### config.mk
export PLATFORM = sky130hd
export DESIGN_NAME = relocation_delta_encoder
export DESIGN_NICKNAME = d
export VERILOG_FILES = /design/src/rtl/rde_pkg.sv /design/src/rtl/rde_front.sv /design/src/rtl/rde_fifo.sv /design/src/rtl/rde_back.sv /design/src/rtl/relocation_delta_encoder.sv
export VERILOG_INCLUDE_DIRS = /design/src /design/src/rtl
export SDC_FILE = /design/constraint.sdc
export NUM_CORES = 1
export LEC_CHECK = 0
export BUFFER_PORTS_ARGS = -buffer_cell sky130_fd_sc_hd__buf_2
export CAP_MARGIN = 10
export CELL_PAD_IN_SITES_DETAIL_PLACEMENT = 0
export CELL_PAD_IN_SITES_GLOBAL_PLACEMENT = 1
export CORE_UTILIZATION = 28
export DETAILED_ROUTE_END_ITERATION = 6
export HOLD_SLACK_MARGIN = 0.03
export PLACE_DENSITY = 0.48
export SYNTH_ARGS = -nofsm -noshare
export SYNTH_HDL_FRONTEND = slang
export SYNTH_HIERARCHICAL = 1
export SYNTH_SLANG_ARGS = --single-unit
### constraint.sdc
create_clock -name clk -period 6.6 [get_ports clk]
set_clock_uncertainty 0.15 [all_clocks]
set_input_delay 0.33 -clock clk [delete_from_list [all_inputs] [get_ports clk]]
set_output_delay 0.33 -clock clk [all_outputs]
set_load 0.02 [all_outputs]
### src/rtl/relocation_delta_encoder_macros.svh
// ----------------------------------------------------------------------------
// Assertion macros shared by the relocation delta encoder RTL.
// ----------------------------------------------------------------------------
`ifndef RELOCATION_DELTA_ENCODER_MACROS_SVH
`define RELOCATION_DELTA_ENCODER_MACROS_SVH

// Clocked check, ignored while reset is asserted.
`define RDE_ASSERT(lbl, clk, rst_n, prop, msg) \
  lbl: assert property (@(posedge clk) disable iff (!rst_n) prop) else $error(msg);

// Clocked check that also holds through reset.
`define RDE_ASSERT_ALWAYS(lbl, clk, prop, msg) \
  lbl: assert property (@(posedge clk) prop) else $error(msg);

`endif

### src/rtl/rde_pkg.sv
`timescale 1ns / 1ps
// ----------------------------------------------------------------------------
// rde_pkg
// Types and constants for the relocation delta encoder.
// ----------------------------------------------------------------------------
package rde_pkg;

  // Widest site offset the ports carry
  localparam int unsigned SITE_W    = 13;
  // Delta field width in a queued command
  localparam int unsigned DELTA_W   = 13;
  localparam int unsigned CFG_W     = 5;
  localparam int unsigned CFG_IDX_W = 1;

  localparam logic [7:0] ESCAPE_BYTE = 8'hFF;
  localparam int unsigned SKIP_STEP  = 254;

  // Register indexes
  localparam logic [CFG_IDX_W-1:0] REG_HIGH_TYPE = 1'b0;
  localparam logic [CFG_IDX_W-1:0] REG_EXT_SEG   = 1'b1;

  localparam logic [2:0] HIGH_TYPE_RST = 3'd2;
  localparam logic [4:0] EXT_SEG_RST   = 5'd0;

  // Command queue depth and pointer width
  localparam int unsigned QUEUE_DEPTH = 2;
  localparam int unsigned QPTR_W      = 1;
  localparam int unsigned QCNT_W      = 2;

  typedef struct packed {
    logic        table_start;
    logic [12:0] site_offset;
    logic [2:0]  reloc_type;
    logic [4:0]  segment_id;
    logic [7:0]  high_low_byte;
    logic [31:0] symbol_index;
  } in_beat_t;

  typedef struct packed {
    logic [7:0] out_byte;
    logic       last_of_entry;
  } out_beat_t;

  // One classified entry, ready to be serialized
  typedef struct packed {
    logic [DELTA_W-1:0] delta;
    logic [7:0]         type_seg;
    logic [7:0]         extra;
    logic [31:0]        symbol_index;
    logic               has_high;
    logic               has_ext;
  } cmd_t;

  typedef struct packed {
    logic full;
    logic empty;
  } q_status_t;

  typedef enum logic [2:0] {
    B_IDLE,
    B_ESC,
    B_DELTA,
    B_TSEG,
    B_EXTRA,
    B_SYM
  } back_state_t;

endpackage

### src/rtl/rde_front.sv
`timescale 1ns / 1ps
// ----------------------------------------------------------------------------
// rde_front
// Accepts entries, tracks the running offset, drops sites that do not move
// forward and queues a classified command for each kept entry.
// ----------------------------------------------------------------------------
module rde_front #(
  parameter int unsigned OFFSET_BITS = 13
) (
  input  logic                           clk,
  input  logic                           rst_n,
  input  logic                           in_valid,
  output logic                           in_stall,
  input  rde_pkg::in_beat_t              in_data,
  input  logic                           cfg_we,
  input  logic [rde_pkg::CFG_IDX_W-1:0]  cfg_index,
  input  logic [rde_pkg::CFG_W-1:0]      cfg_wdata,
  output logic                           q_push,
  output rde_pkg::cmd_t                  q_cmd,
  input  rde_pkg::q_status_t             q_status
);

  logic [OFFSET_BITS-1:0] running_r, running_nxt;
  logic [2:0]             high_type_r, high_type_nxt;
  logic [4:0]             ext_seg_r, ext_seg_nxt;
  logic                   accept;
  logic [OFFSET_BITS-1:0] site;
  logic [OFFSET_BITS-1:0] base;
  logic                   keep;

  // Stall whenever the queue cannot take a command
  assign in_stall = q_status.full;
  assign accept   = in_valid && !in_stall;

  // Classify the entry against the running offset
  assign site = in_data.site_offset[OFFSET_BITS-1:0];
  assign base = in_data.table_start ? '0 : running_r;
  assign keep = site > base;

  assign q_push              = accept && keep;
  assign q_cmd.delta         = rde_pkg::DELTA_W'(site - base);
  assign q_cmd.type_seg      = {in_data.reloc_type, in_data.segment_id};
  assign q_cmd.extra         = in_data.high_low_byte;
  assign q_cmd.symbol_index  = in_data.symbol_index;
  assign q_cmd.has_high      = in_data.reloc_type == high_type_r;
  assign q_cmd.has_ext       = in_data.segment_id == ext_seg_r;

  // Advance the running offset; a table start clears it even on a drop
  always_comb begin
    running_nxt = running_r;
    if (accept) begin
      running_nxt = keep ? site : base;
    end
  end

  // Decode configuration writes
  always_comb begin
    high_type_nxt = high_type_r;
    ext_seg_nxt   = ext_seg_r;
    if (cfg_we) begin
      unique case (cfg_index)
        rde_pkg::REG_HIGH_TYPE: high_type_nxt = cfg_wdata[2:0];
        rde_pkg::REG_EXT_SEG:   ext_seg_nxt   = cfg_wdata[4:0];
        default: ;
      endcase
    end
  end

  always_ff @(posedge clk) begin
    if (!rst_n) begin
      running_r   <= '0;
      high_type_r <= rde_pkg::HIGH_TYPE_RST;
      ext_seg_r   <= rde_pkg::EXT_SEG_RST;
    end else begin
      running_r   <= running_nxt;
      high_type_r <= high_type_nxt;
      ext_seg_r   <= ext_seg_nxt;
    end
  end

endmodule

### src/rtl/rde_fifo.sv
`timescale 1ns / 1ps
`include "relocation_delta_encoder_macros.svh"
// ----------------------------------------------------------------------------
// rde_fifo
// Short command queue between the front and the back.
// ----------------------------------------------------------------------------
module rde_fifo (
  input  logic               clk,
  input  logic               rst_n,
  input  logic               push,
  input  rde_pkg::cmd_t      push_cmd,
  input  logic               pop,
  output rde_pkg::cmd_t      pop_cmd,
  output rde_pkg::q_status_t status
);

  rde_pkg::cmd_t                 mem_r [rde_pkg::QUEUE_DEPTH];
  logic [rde_pkg::QPTR_W-1:0]    wr_ptr_r, wr_ptr_nxt;
  logic [rde_pkg::QPTR_W-1:0]    rd_ptr_r, rd_ptr_nxt;
  logic [rde_pkg::QCNT_W-1:0]    count_r, count_nxt;

  assign status.full  = count_r == rde_pkg::QCNT_W'(rde_pkg::QUEUE_DEPTH);
  assign status.empty = count_r == '0;
  assign pop_cmd      = mem_r[rd_ptr_r];

  // Advance pointers and occupancy
  always_comb begin
    wr_ptr_nxt = wr_ptr_r;
    rd_ptr_nxt = rd_ptr_r;
    count_nxt  = count_r;
    if (push) begin
      wr_ptr_nxt = wr_ptr_r + 1'b1;
    end
    if (pop) begin
      rd_ptr_nxt = rd_ptr_r + 1'b1;
    end
    if (push && !pop) begin
      count_nxt = count_r + 1'b1;
    end else if (pop && !push) begin
      count_nxt = count_r - 1'b1;
    end
  end

  always_ff @(posedge clk) begin
    if (!rst_n) begin
      wr_ptr_r <= '0;
      rd_ptr_r <= '0;
      count_r  <= '0;
    end else begin
      wr_ptr_r <= wr_ptr_nxt;
      rd_ptr_r <= rd_ptr_nxt;
      count_r  <= count_nxt;
    end
  end

  // Store the pushed command
  always_ff @(posedge clk) begin
    if (push) begin
      mem_r[wr_ptr_r] <= push_cmd;
    end
  end

  `RDE_ASSERT(a_no_push_full, clk, rst_n, push |-> !status.full, "push into full queue")
  `RDE_ASSERT(a_no_pop_empty, clk, rst_n, pop |-> !status.empty, "pop from empty queue")
  `RDE_ASSERT(a_count_bound, clk, rst_n, count_r <= rde_pkg::QCNT_W'(rde_pkg::QUEUE_DEPTH), "queue count over depth")

endmodule

### src/rtl/rde_back.sv
`timescale 1ns / 1ps
`include "relocation_delta_encoder_macros.svh"
// ----------------------------------------------------------------------------
// rde_back
// Serializes one queued command into escape, delta, type/segment and optional
// extra and index bytes, one beat per unstalled cycle to a registered output.
// ----------------------------------------------------------------------------
module rde_back #(
  parameter int unsigned OFFSET_BITS = 13
) (
  input  logic               clk,
  input  logic               rst_n,
  output logic               q_pop,
  input  rde_pkg::cmd_t      q_cmd,
  input  rde_pkg::q_status_t q_status,
  output logic               out_valid,
  input  logic               out_stall,
  output rde_pkg::out_beat_t out_data
);

  localparam logic [OFFSET_BITS-1:0] SKIP = OFFSET_BITS'(rde_pkg::SKIP_STEP);

  rde_pkg::back_state_t   state_r, state_nxt;
  rde_pkg::cmd_t          cmd_r, cmd_nxt;
  logic [OFFSET_BITS-1:0] rem_r, rem_nxt;
  logic [1:0]             idx_r, idx_nxt;
  logic                   out_valid_r, out_valid_nxt;
  rde_pkg::out_beat_t     out_data_r, out_data_nxt;
  logic                   can_emit;
  logic [OFFSET_BITS-1:0] rem_sub;
  logic [OFFSET_BITS-1:0] load_delta;

  assign out_valid = out_valid_r;
  assign out_data  = out_data_r;
  assign can_emit  = !out_valid_r || !out_stall;
  assign rem_sub   = rem_r - SKIP;
  assign load_delta = q_cmd.delta[OFFSET_BITS-1:0];

  // Sequence the bytes of the current entry
  always_comb begin
    state_nxt     = state_r;
    cmd_nxt       = cmd_r;
    rem_nxt       = rem_r;
    idx_nxt       = idx_r;
    out_valid_nxt = out_valid_r && out_stall;
    out_data_nxt  = out_data_r;
    q_pop         = 1'b0;
    unique case (state_r)
      rde_pkg::B_IDLE: begin
        if (!q_status.empty) begin
          q_pop     = 1'b1;
          cmd_nxt   = q_cmd;
          rem_nxt   = load_delta;
          idx_nxt   = '0;
          state_nxt = (load_delta > SKIP) ? rde_pkg::B_ESC : rde_pkg::B_DELTA;
        end
      end
      rde_pkg::B_ESC: begin
        if (can_emit) begin
          out_valid_nxt = 1'b1;
          out_data_nxt  = '{out_byte: rde_pkg::ESCAPE_BYTE, last_of_entry: 1'b0};
          rem_nxt       = rem_sub;
          state_nxt     = (rem_sub > SKIP) ? rde_pkg::B_ESC : rde_pkg::B_DELTA;
        end
      end
      rde_pkg::B_DELTA: begin
        if (can_emit) begin
          out_valid_nxt = 1'b1;
          out_data_nxt  = '{out_byte: rem_r[7:0], last_of_entry: 1'b0};
          state_nxt     = rde_pkg::B_TSEG;
        end
      end
      rde_pkg::B_TSEG: begin
        if (can_emit) begin
          out_valid_nxt = 1'b1;
          out_data_nxt  = '{out_byte: cmd_r.type_seg,
                            last_of_entry: !cmd_r.has_high && !cmd_r.has_ext};
          if (cmd_r.has_high) begin
            state_nxt = rde_pkg::B_EXTRA;
          end else if (cmd_r.has_ext) begin
            state_nxt = rde_pkg::B_SYM;
          end else begin
            state_nxt = rde_pkg::B_IDLE;
          end
        end
      end
      rde_pkg::B_EXTRA: begin
        if (can_emit) begin
          out_valid_nxt = 1'b1;
          out_data_nxt  = '{out_byte: cmd_r.extra, last_of_entry: !cmd_r.has_ext};
          state_nxt     = cmd_r.has_ext ? rde_pkg::B_SYM : rde_pkg::B_IDLE;
        end
      end
      rde_pkg::B_SYM: begin
        if (can_emit) begin
          out_valid_nxt = 1'b1;
          out_data_nxt  = '{out_byte: 8'(cmd_r.symbol_index >> {idx_r, 3'b000}),
                            last_of_entry: idx_r == 2'd3};
          idx_nxt       = idx_r + 1'b1;
          if (idx_r == 2'd3) begin
            state_nxt = rde_pkg::B_IDLE;
          end
        end
      end
      default: state_nxt = rde_pkg::B_IDLE;
    endcase
  end

  always_ff @(posedge clk) begin
    if (!rst_n) begin
      state_r     <= rde_pkg::B_IDLE;
      out_valid_r <= 1'b0;
    end else begin
      state_r     <= state_nxt;
      out_valid_r <= out_valid_nxt;
    end
  end

  // Payload registers
  always_ff @(posedge clk) begin
    cmd_r      <= cmd_nxt;
    rem_r      <= rem_nxt;
    idx_r      <= idx_nxt;
    out_data_r <= out_data_nxt;
  end

  `RDE_ASSERT(a_esc_gap, clk, rst_n, (state_r == rde_pkg::B_ESC) |-> (rem_r > SKIP), "escape with small gap")
  `RDE_ASSERT(a_sym_ext, clk, rst_n, (state_r == rde_pkg::B_SYM) |-> cmd_r.has_ext, "index bytes without external segment")
  `RDE_ASSERT(a_delta_nz, clk, rst_n, (state_r == rde_pkg::B_DELTA) |-> (rem_r != '0), "zero delta byte")

endmodule

### src/rtl/relocation_delta_encoder.sv
`timescale 1ns / 1ps
// ----------------------------------------------------------------------------
// relocation_delta_encoder
// Encodes relocation entries into a delta-coded relocation byte stream.
// ----------------------------------------------------------------------------
//  Channel  Direction  Handshake            Beat
//  in_      input      in_valid / in_stall  one relocation entry
//  out_     output     out_valid / out_stall one stream byte, last flag
//  cfg_     input      cfg_we               one register write
//
//  An entry with k escape bytes yields k+2 to k+7 output bytes, after the
//  sequencer loads it from the command queue in its idle state; the output
//  sequencer emitting one byte per cycle while out_stall is low sets the rate.
//  Dropped entries are consumed from the input and produce nothing.
//  Reset clears the running offset, empties the queue and restores
//  high_type_code to 2 and external_segment_code to 0.
//  out_stall holds the output register; the two-entry queue then fills
//  and raises in_stall.
// ----------------------------------------------------------------------------
module relocation_delta_encoder #(
  parameter int unsigned OFFSET_BITS = 13
) (
  input  logic                           clk,
  input  logic                           rst_n,
  input  logic                           in_valid,
  output logic                           in_stall,
  input  rde_pkg::in_beat_t              in_data,
  output logic                           out_valid,
  input  logic                           out_stall,
  output rde_pkg::out_beat_t             out_data,
  input  logic                           cfg_we,
  input  logic [rde_pkg::CFG_IDX_W-1:0]  cfg_index,
  input  logic [rde_pkg::CFG_W-1:0]      cfg_wdata
);

  logic               q_push;
  logic               q_pop;
  rde_pkg::cmd_t      q_in_cmd;
  rde_pkg::cmd_t      q_out_cmd;
  rde_pkg::q_status_t q_status;

  // Classify and queue entries
  rde_front #(
    .OFFSET_BITS (OFFSET_BITS)
  ) u_front (
    .clk       (clk),
    .rst_n     (rst_n),
    .in_valid  (in_valid),
    .in_stall  (in_stall),
    .in_data   (in_data),
    .cfg_we    (cfg_we),
    .cfg_index (cfg_index),
    .cfg_wdata (cfg_wdata),
    .q_push    (q_push),
    .q_cmd     (q_in_cmd),
    .q_status  (q_status)
  );

  // Decouple front and back
  rde_fifo u_fifo (
    .clk      (clk),
    .rst_n    (rst_n),
    .push     (q_push),
    .push_cmd (q_in_cmd),
    .pop      (q_pop),
    .pop_cmd  (q_out_cmd),
    .status   (q_status)
  );

  // Serialize commands into bytes
  rde_back #(
    .OFFSET_BITS (OFFSET_BITS)
  ) u_back (
    .clk       (clk),
    .rst_n     (rst_n),
    .q_pop     (q_pop),
    .q_cmd     (q_out_cmd),
    .q_status  (q_status),
    .out_valid (out_valid),
    .out_stall (out_stall),
    .out_data  (out_data)
  );

endmodule

==> metrics.cfg <==
[drt]
viasPerCell=4.47
wl_per_cell_um=16.4
drt_iter0_drc=297
ant_nets=0
vias=5707
drc=0
wirelength_um=20900
drtPass1Iterations=4

[timing]
finalSetupTns_ps=0
rsz0062_at_grt=no
slew-limit-headroom=0.463
worst_slew_pin_slew_ps=805
finalSetupViolCount=0
holdWs_ps=124
drv_slew=0
hold_viol_final=0
fin_crit_ps=3550
setup_slack_ps=3050
timing.final.crit_share=0.538
timing.fmax_ghz=0.282

[grt]
use_met2=0.176
grtUsageMet1=0.170
overflow=0
grtUsageMet3=0.0190
grt_antenna_before_repair=0
grt_use_total=0.116
grt_pass1_wl_um=32800
grt_pass1_vias=5903
grt_max_degree=54
top_usage_layer=met2

[worst_setup_path]
r2r_slack_ps=3110
crit_end=u_fifo/mem_r[0][26]
crit_path_max_fanout=48
crit_path_end_kind=flop
crit_path_start_kind=input port
critPathLaunch=in_data[50]
ff2ff_path_depth=9
timing.rr.end=u_fifo/mem_r[0][26]
critical_path.max_stage_delay_ps=690
crit_type=in2reg
cpMostUsedCell=o31a_1
crit_path_top_delay_cell=buf_4
r2r_start=u_front/running_r[1]
crit_arrival_ps=3560
crit_chain=dlygate4sd3_1 > buf_2 > ha_1 > o21a_1 > o31a_1 > o31a_1 > a31o_2 > and2_1 > nor2b_4 > buf_4
crit_required_ps=6610

[final_layout]
nFillCells=3494
fin_cells=1278
fin_util=0.342
final_cell_mix=edfxtp_1 (200), buf_2 (83), dlygate4sd3_1 (72)
area_delta_synth_final_pct=20.5
mostFrequentLayoutCell=edfxtp_1
drive_gt1_frac=0.252
diodes=0
seqCellArea_um2=6610
multi_input_area_um2=2960
finalNetCount=893
fin_area_um2=12200

[synth]
synth_top_flop_cell=edfxtp_1
synth_xor_area_frac=0.0243
synthSimpleGateAreaFrac=0.0670
async_reset_ff_frac=0
synthAdderAreaFrac=0.0243
avgSynthCellArea_um2=14.8
synth_compound_area_frac=0.0678
synth_nets=775
synth_top_family_by_area=multiplexers
synthMuxAreaShare=0.107
netlist_area_um2=10100
ys_seq_elements=230
syn_inst=683
yosysSeqAreaShare=0.654
synth_edf_count=200
ys_warn_count=6
synth_cell_type_count=62

[placement]
dp_hpwl_um=14000
place.gp.congestion=0.773
placed_cell_area_um2=10700
placedCellCount=1162
post-place-ws_ps=2530
port_buffers=83

[power_and_ir_drop]
total_power_mw=4.58
p_per_area_nw_per_um2=376
ir_drop_uv=229
pwr-share-comb=0.229
swShare=0.290
pwr-share-clk=0.298
p_sw_mw=1.33
p_leak_nw=4.22
pwr-share-seq=0.474
internal_power_mw=3.25

[cts]
cts-hold-fix-buffers=72
h-tree-depth=1
clk_path_buf_depth=3
cts_root_buf=clkbuf_16
cts_resized=0
clk_pin_slew_ps=60
cts_tree=done
cts.sinks=230
numCtsBuffers=26
clk_latency_ps=530
post_cts_buffers=0

[die]
core_area_um2=35600
top_level_ports=84
die_area_um2=36900
die_w_um=192
placement_rows=69
die_h_um=192
start_util=0.284

[run]
drv_cap=0

[min_path]
min_path_type=in2reg

[outcome]
status=finished, final reports clean

[registers in the layout, indices dropped and copies added, names as in the netlist, 3 cells and up, named ones only]
name                 flops
u_fifo/mem_r           126
u_back/cmd_r            50
u_back/rem_r            13
u_front/running_r       13
u_back/out_data          9
u_front/ext_seg_r        5
u_back/state_r           3
u_front/high_type_r      3
[synth_stat cells (3+ instances only)]
cell	n	share of area
a22o_1	12	0.010
a21oi_1	12	0.0059
mux2i_1	19	0.019
buf_6	7	0.0078
o21ai_1	5	0.0025
o21a_1	5	0.0037
o21ai_0	22	0.011
or3_1	3	0.0019
nor4_1	5	0.0031
nor2b_1	9	0.0056
ha_1	18	0.022
and3_1	3	0.0019
nand4_1	5	0.0031
a21boi_0	5	0.0037
nand3_1	13	0.0064
nor2_1	18	0.0067
nand2b_1	4	0.0025
clkbuf_1	7	0.0026
xnor2_1	17	0.015
buf_4	51	0.038
nor3_1	9	0.0045
and2_1	10	0.0062
dfxtp_1	30	0.059
xor2_1	11	0.0095
edfxtp_1	200	0.59
inv_1	15	0.0056
a22oi_1	8	0.0059
mux2_2	63	0.070
nand2_1	45	0.017
buf_2	5	0.0025
mux4_2	8	0.018
o31a_1	3	0.0026
[worst min-delay path by stage]
stage | cells past startpoint | from | slack, ps | endpoint
after floorplan | 1 | u_front/running_r[0] | 290 | u_front/running_r[0]
after CTS | 3 | out_stall | 100 | u_back/out_valid
after global routing | 2 | rst_n | 140 | u_front/ext_seg_r[1]
after global placement | 1 | u_front/running_r[0] | 320 | u_front/running_r[0]
final | 2 | rst_n | 120 | u_fifo/wr_ptr_r
after detailed placement | 1 | u_front/running_r[0] | 310 | u_front/running_r[0]
[per-layer routing]
layer  vias to the layer above  part of all wire
met1                      2796              0.50
met4                         0             0.017
li1                       2768                 -
met5                         -                 0
met2                       117              0.43
met3                        26             0.044
[cell type report]
class | instances | area share
Clock inverter | 13 | 0.0114
Multi-Input combinational cell | 368 | 0.243
Clock buffer | 31 | 0.0550
Inverter | 15 | 0.00462
Timing Repair Buffer | 160 | 0.0964
Tap cell | 461 | 0.0474
Sequential cell | 230 | 0.543
[critical path: cells and delay by family]
family,cells,cell delay [ps]
adders and majority gates,1,360
AOI/OAI and AO/OA,4,770
and+or+nand+nor,2,710
buffers and inverters,3,1340
[power groups by stage]
| stage | combinational, mW | clock [mW] | sequential, mW |
|---|---|---|---|
| floorplan | 0.800 | 0 | 2.13 |
| global placement | 1.02 | 0 | 2.20 |
| detailed placement | 1.03 | 0 | 2.20 |
| CTS | 1.07 | 1.42 | 2.18 |
| global route | 1.17 | 1.47 | 2.20 |
| finish | 1.05 | 1.36 | 2.17 |
[kinds of logic (layout without fill, tap and decap cells)]
| logic type | after synthesis | count (layout) |
|---|---|---|
| flops | 230 | 230 |
| simple gates | 134 | 134 |
| compound gates | 97 | 97 |
| mux | 90 | 90 |
| buf+inv | 85 | 219 |
| xor+xnor | 28 | 28 |
| fa+ha+maj | 19 | 19 |
(Power assumes the default switching activity.)
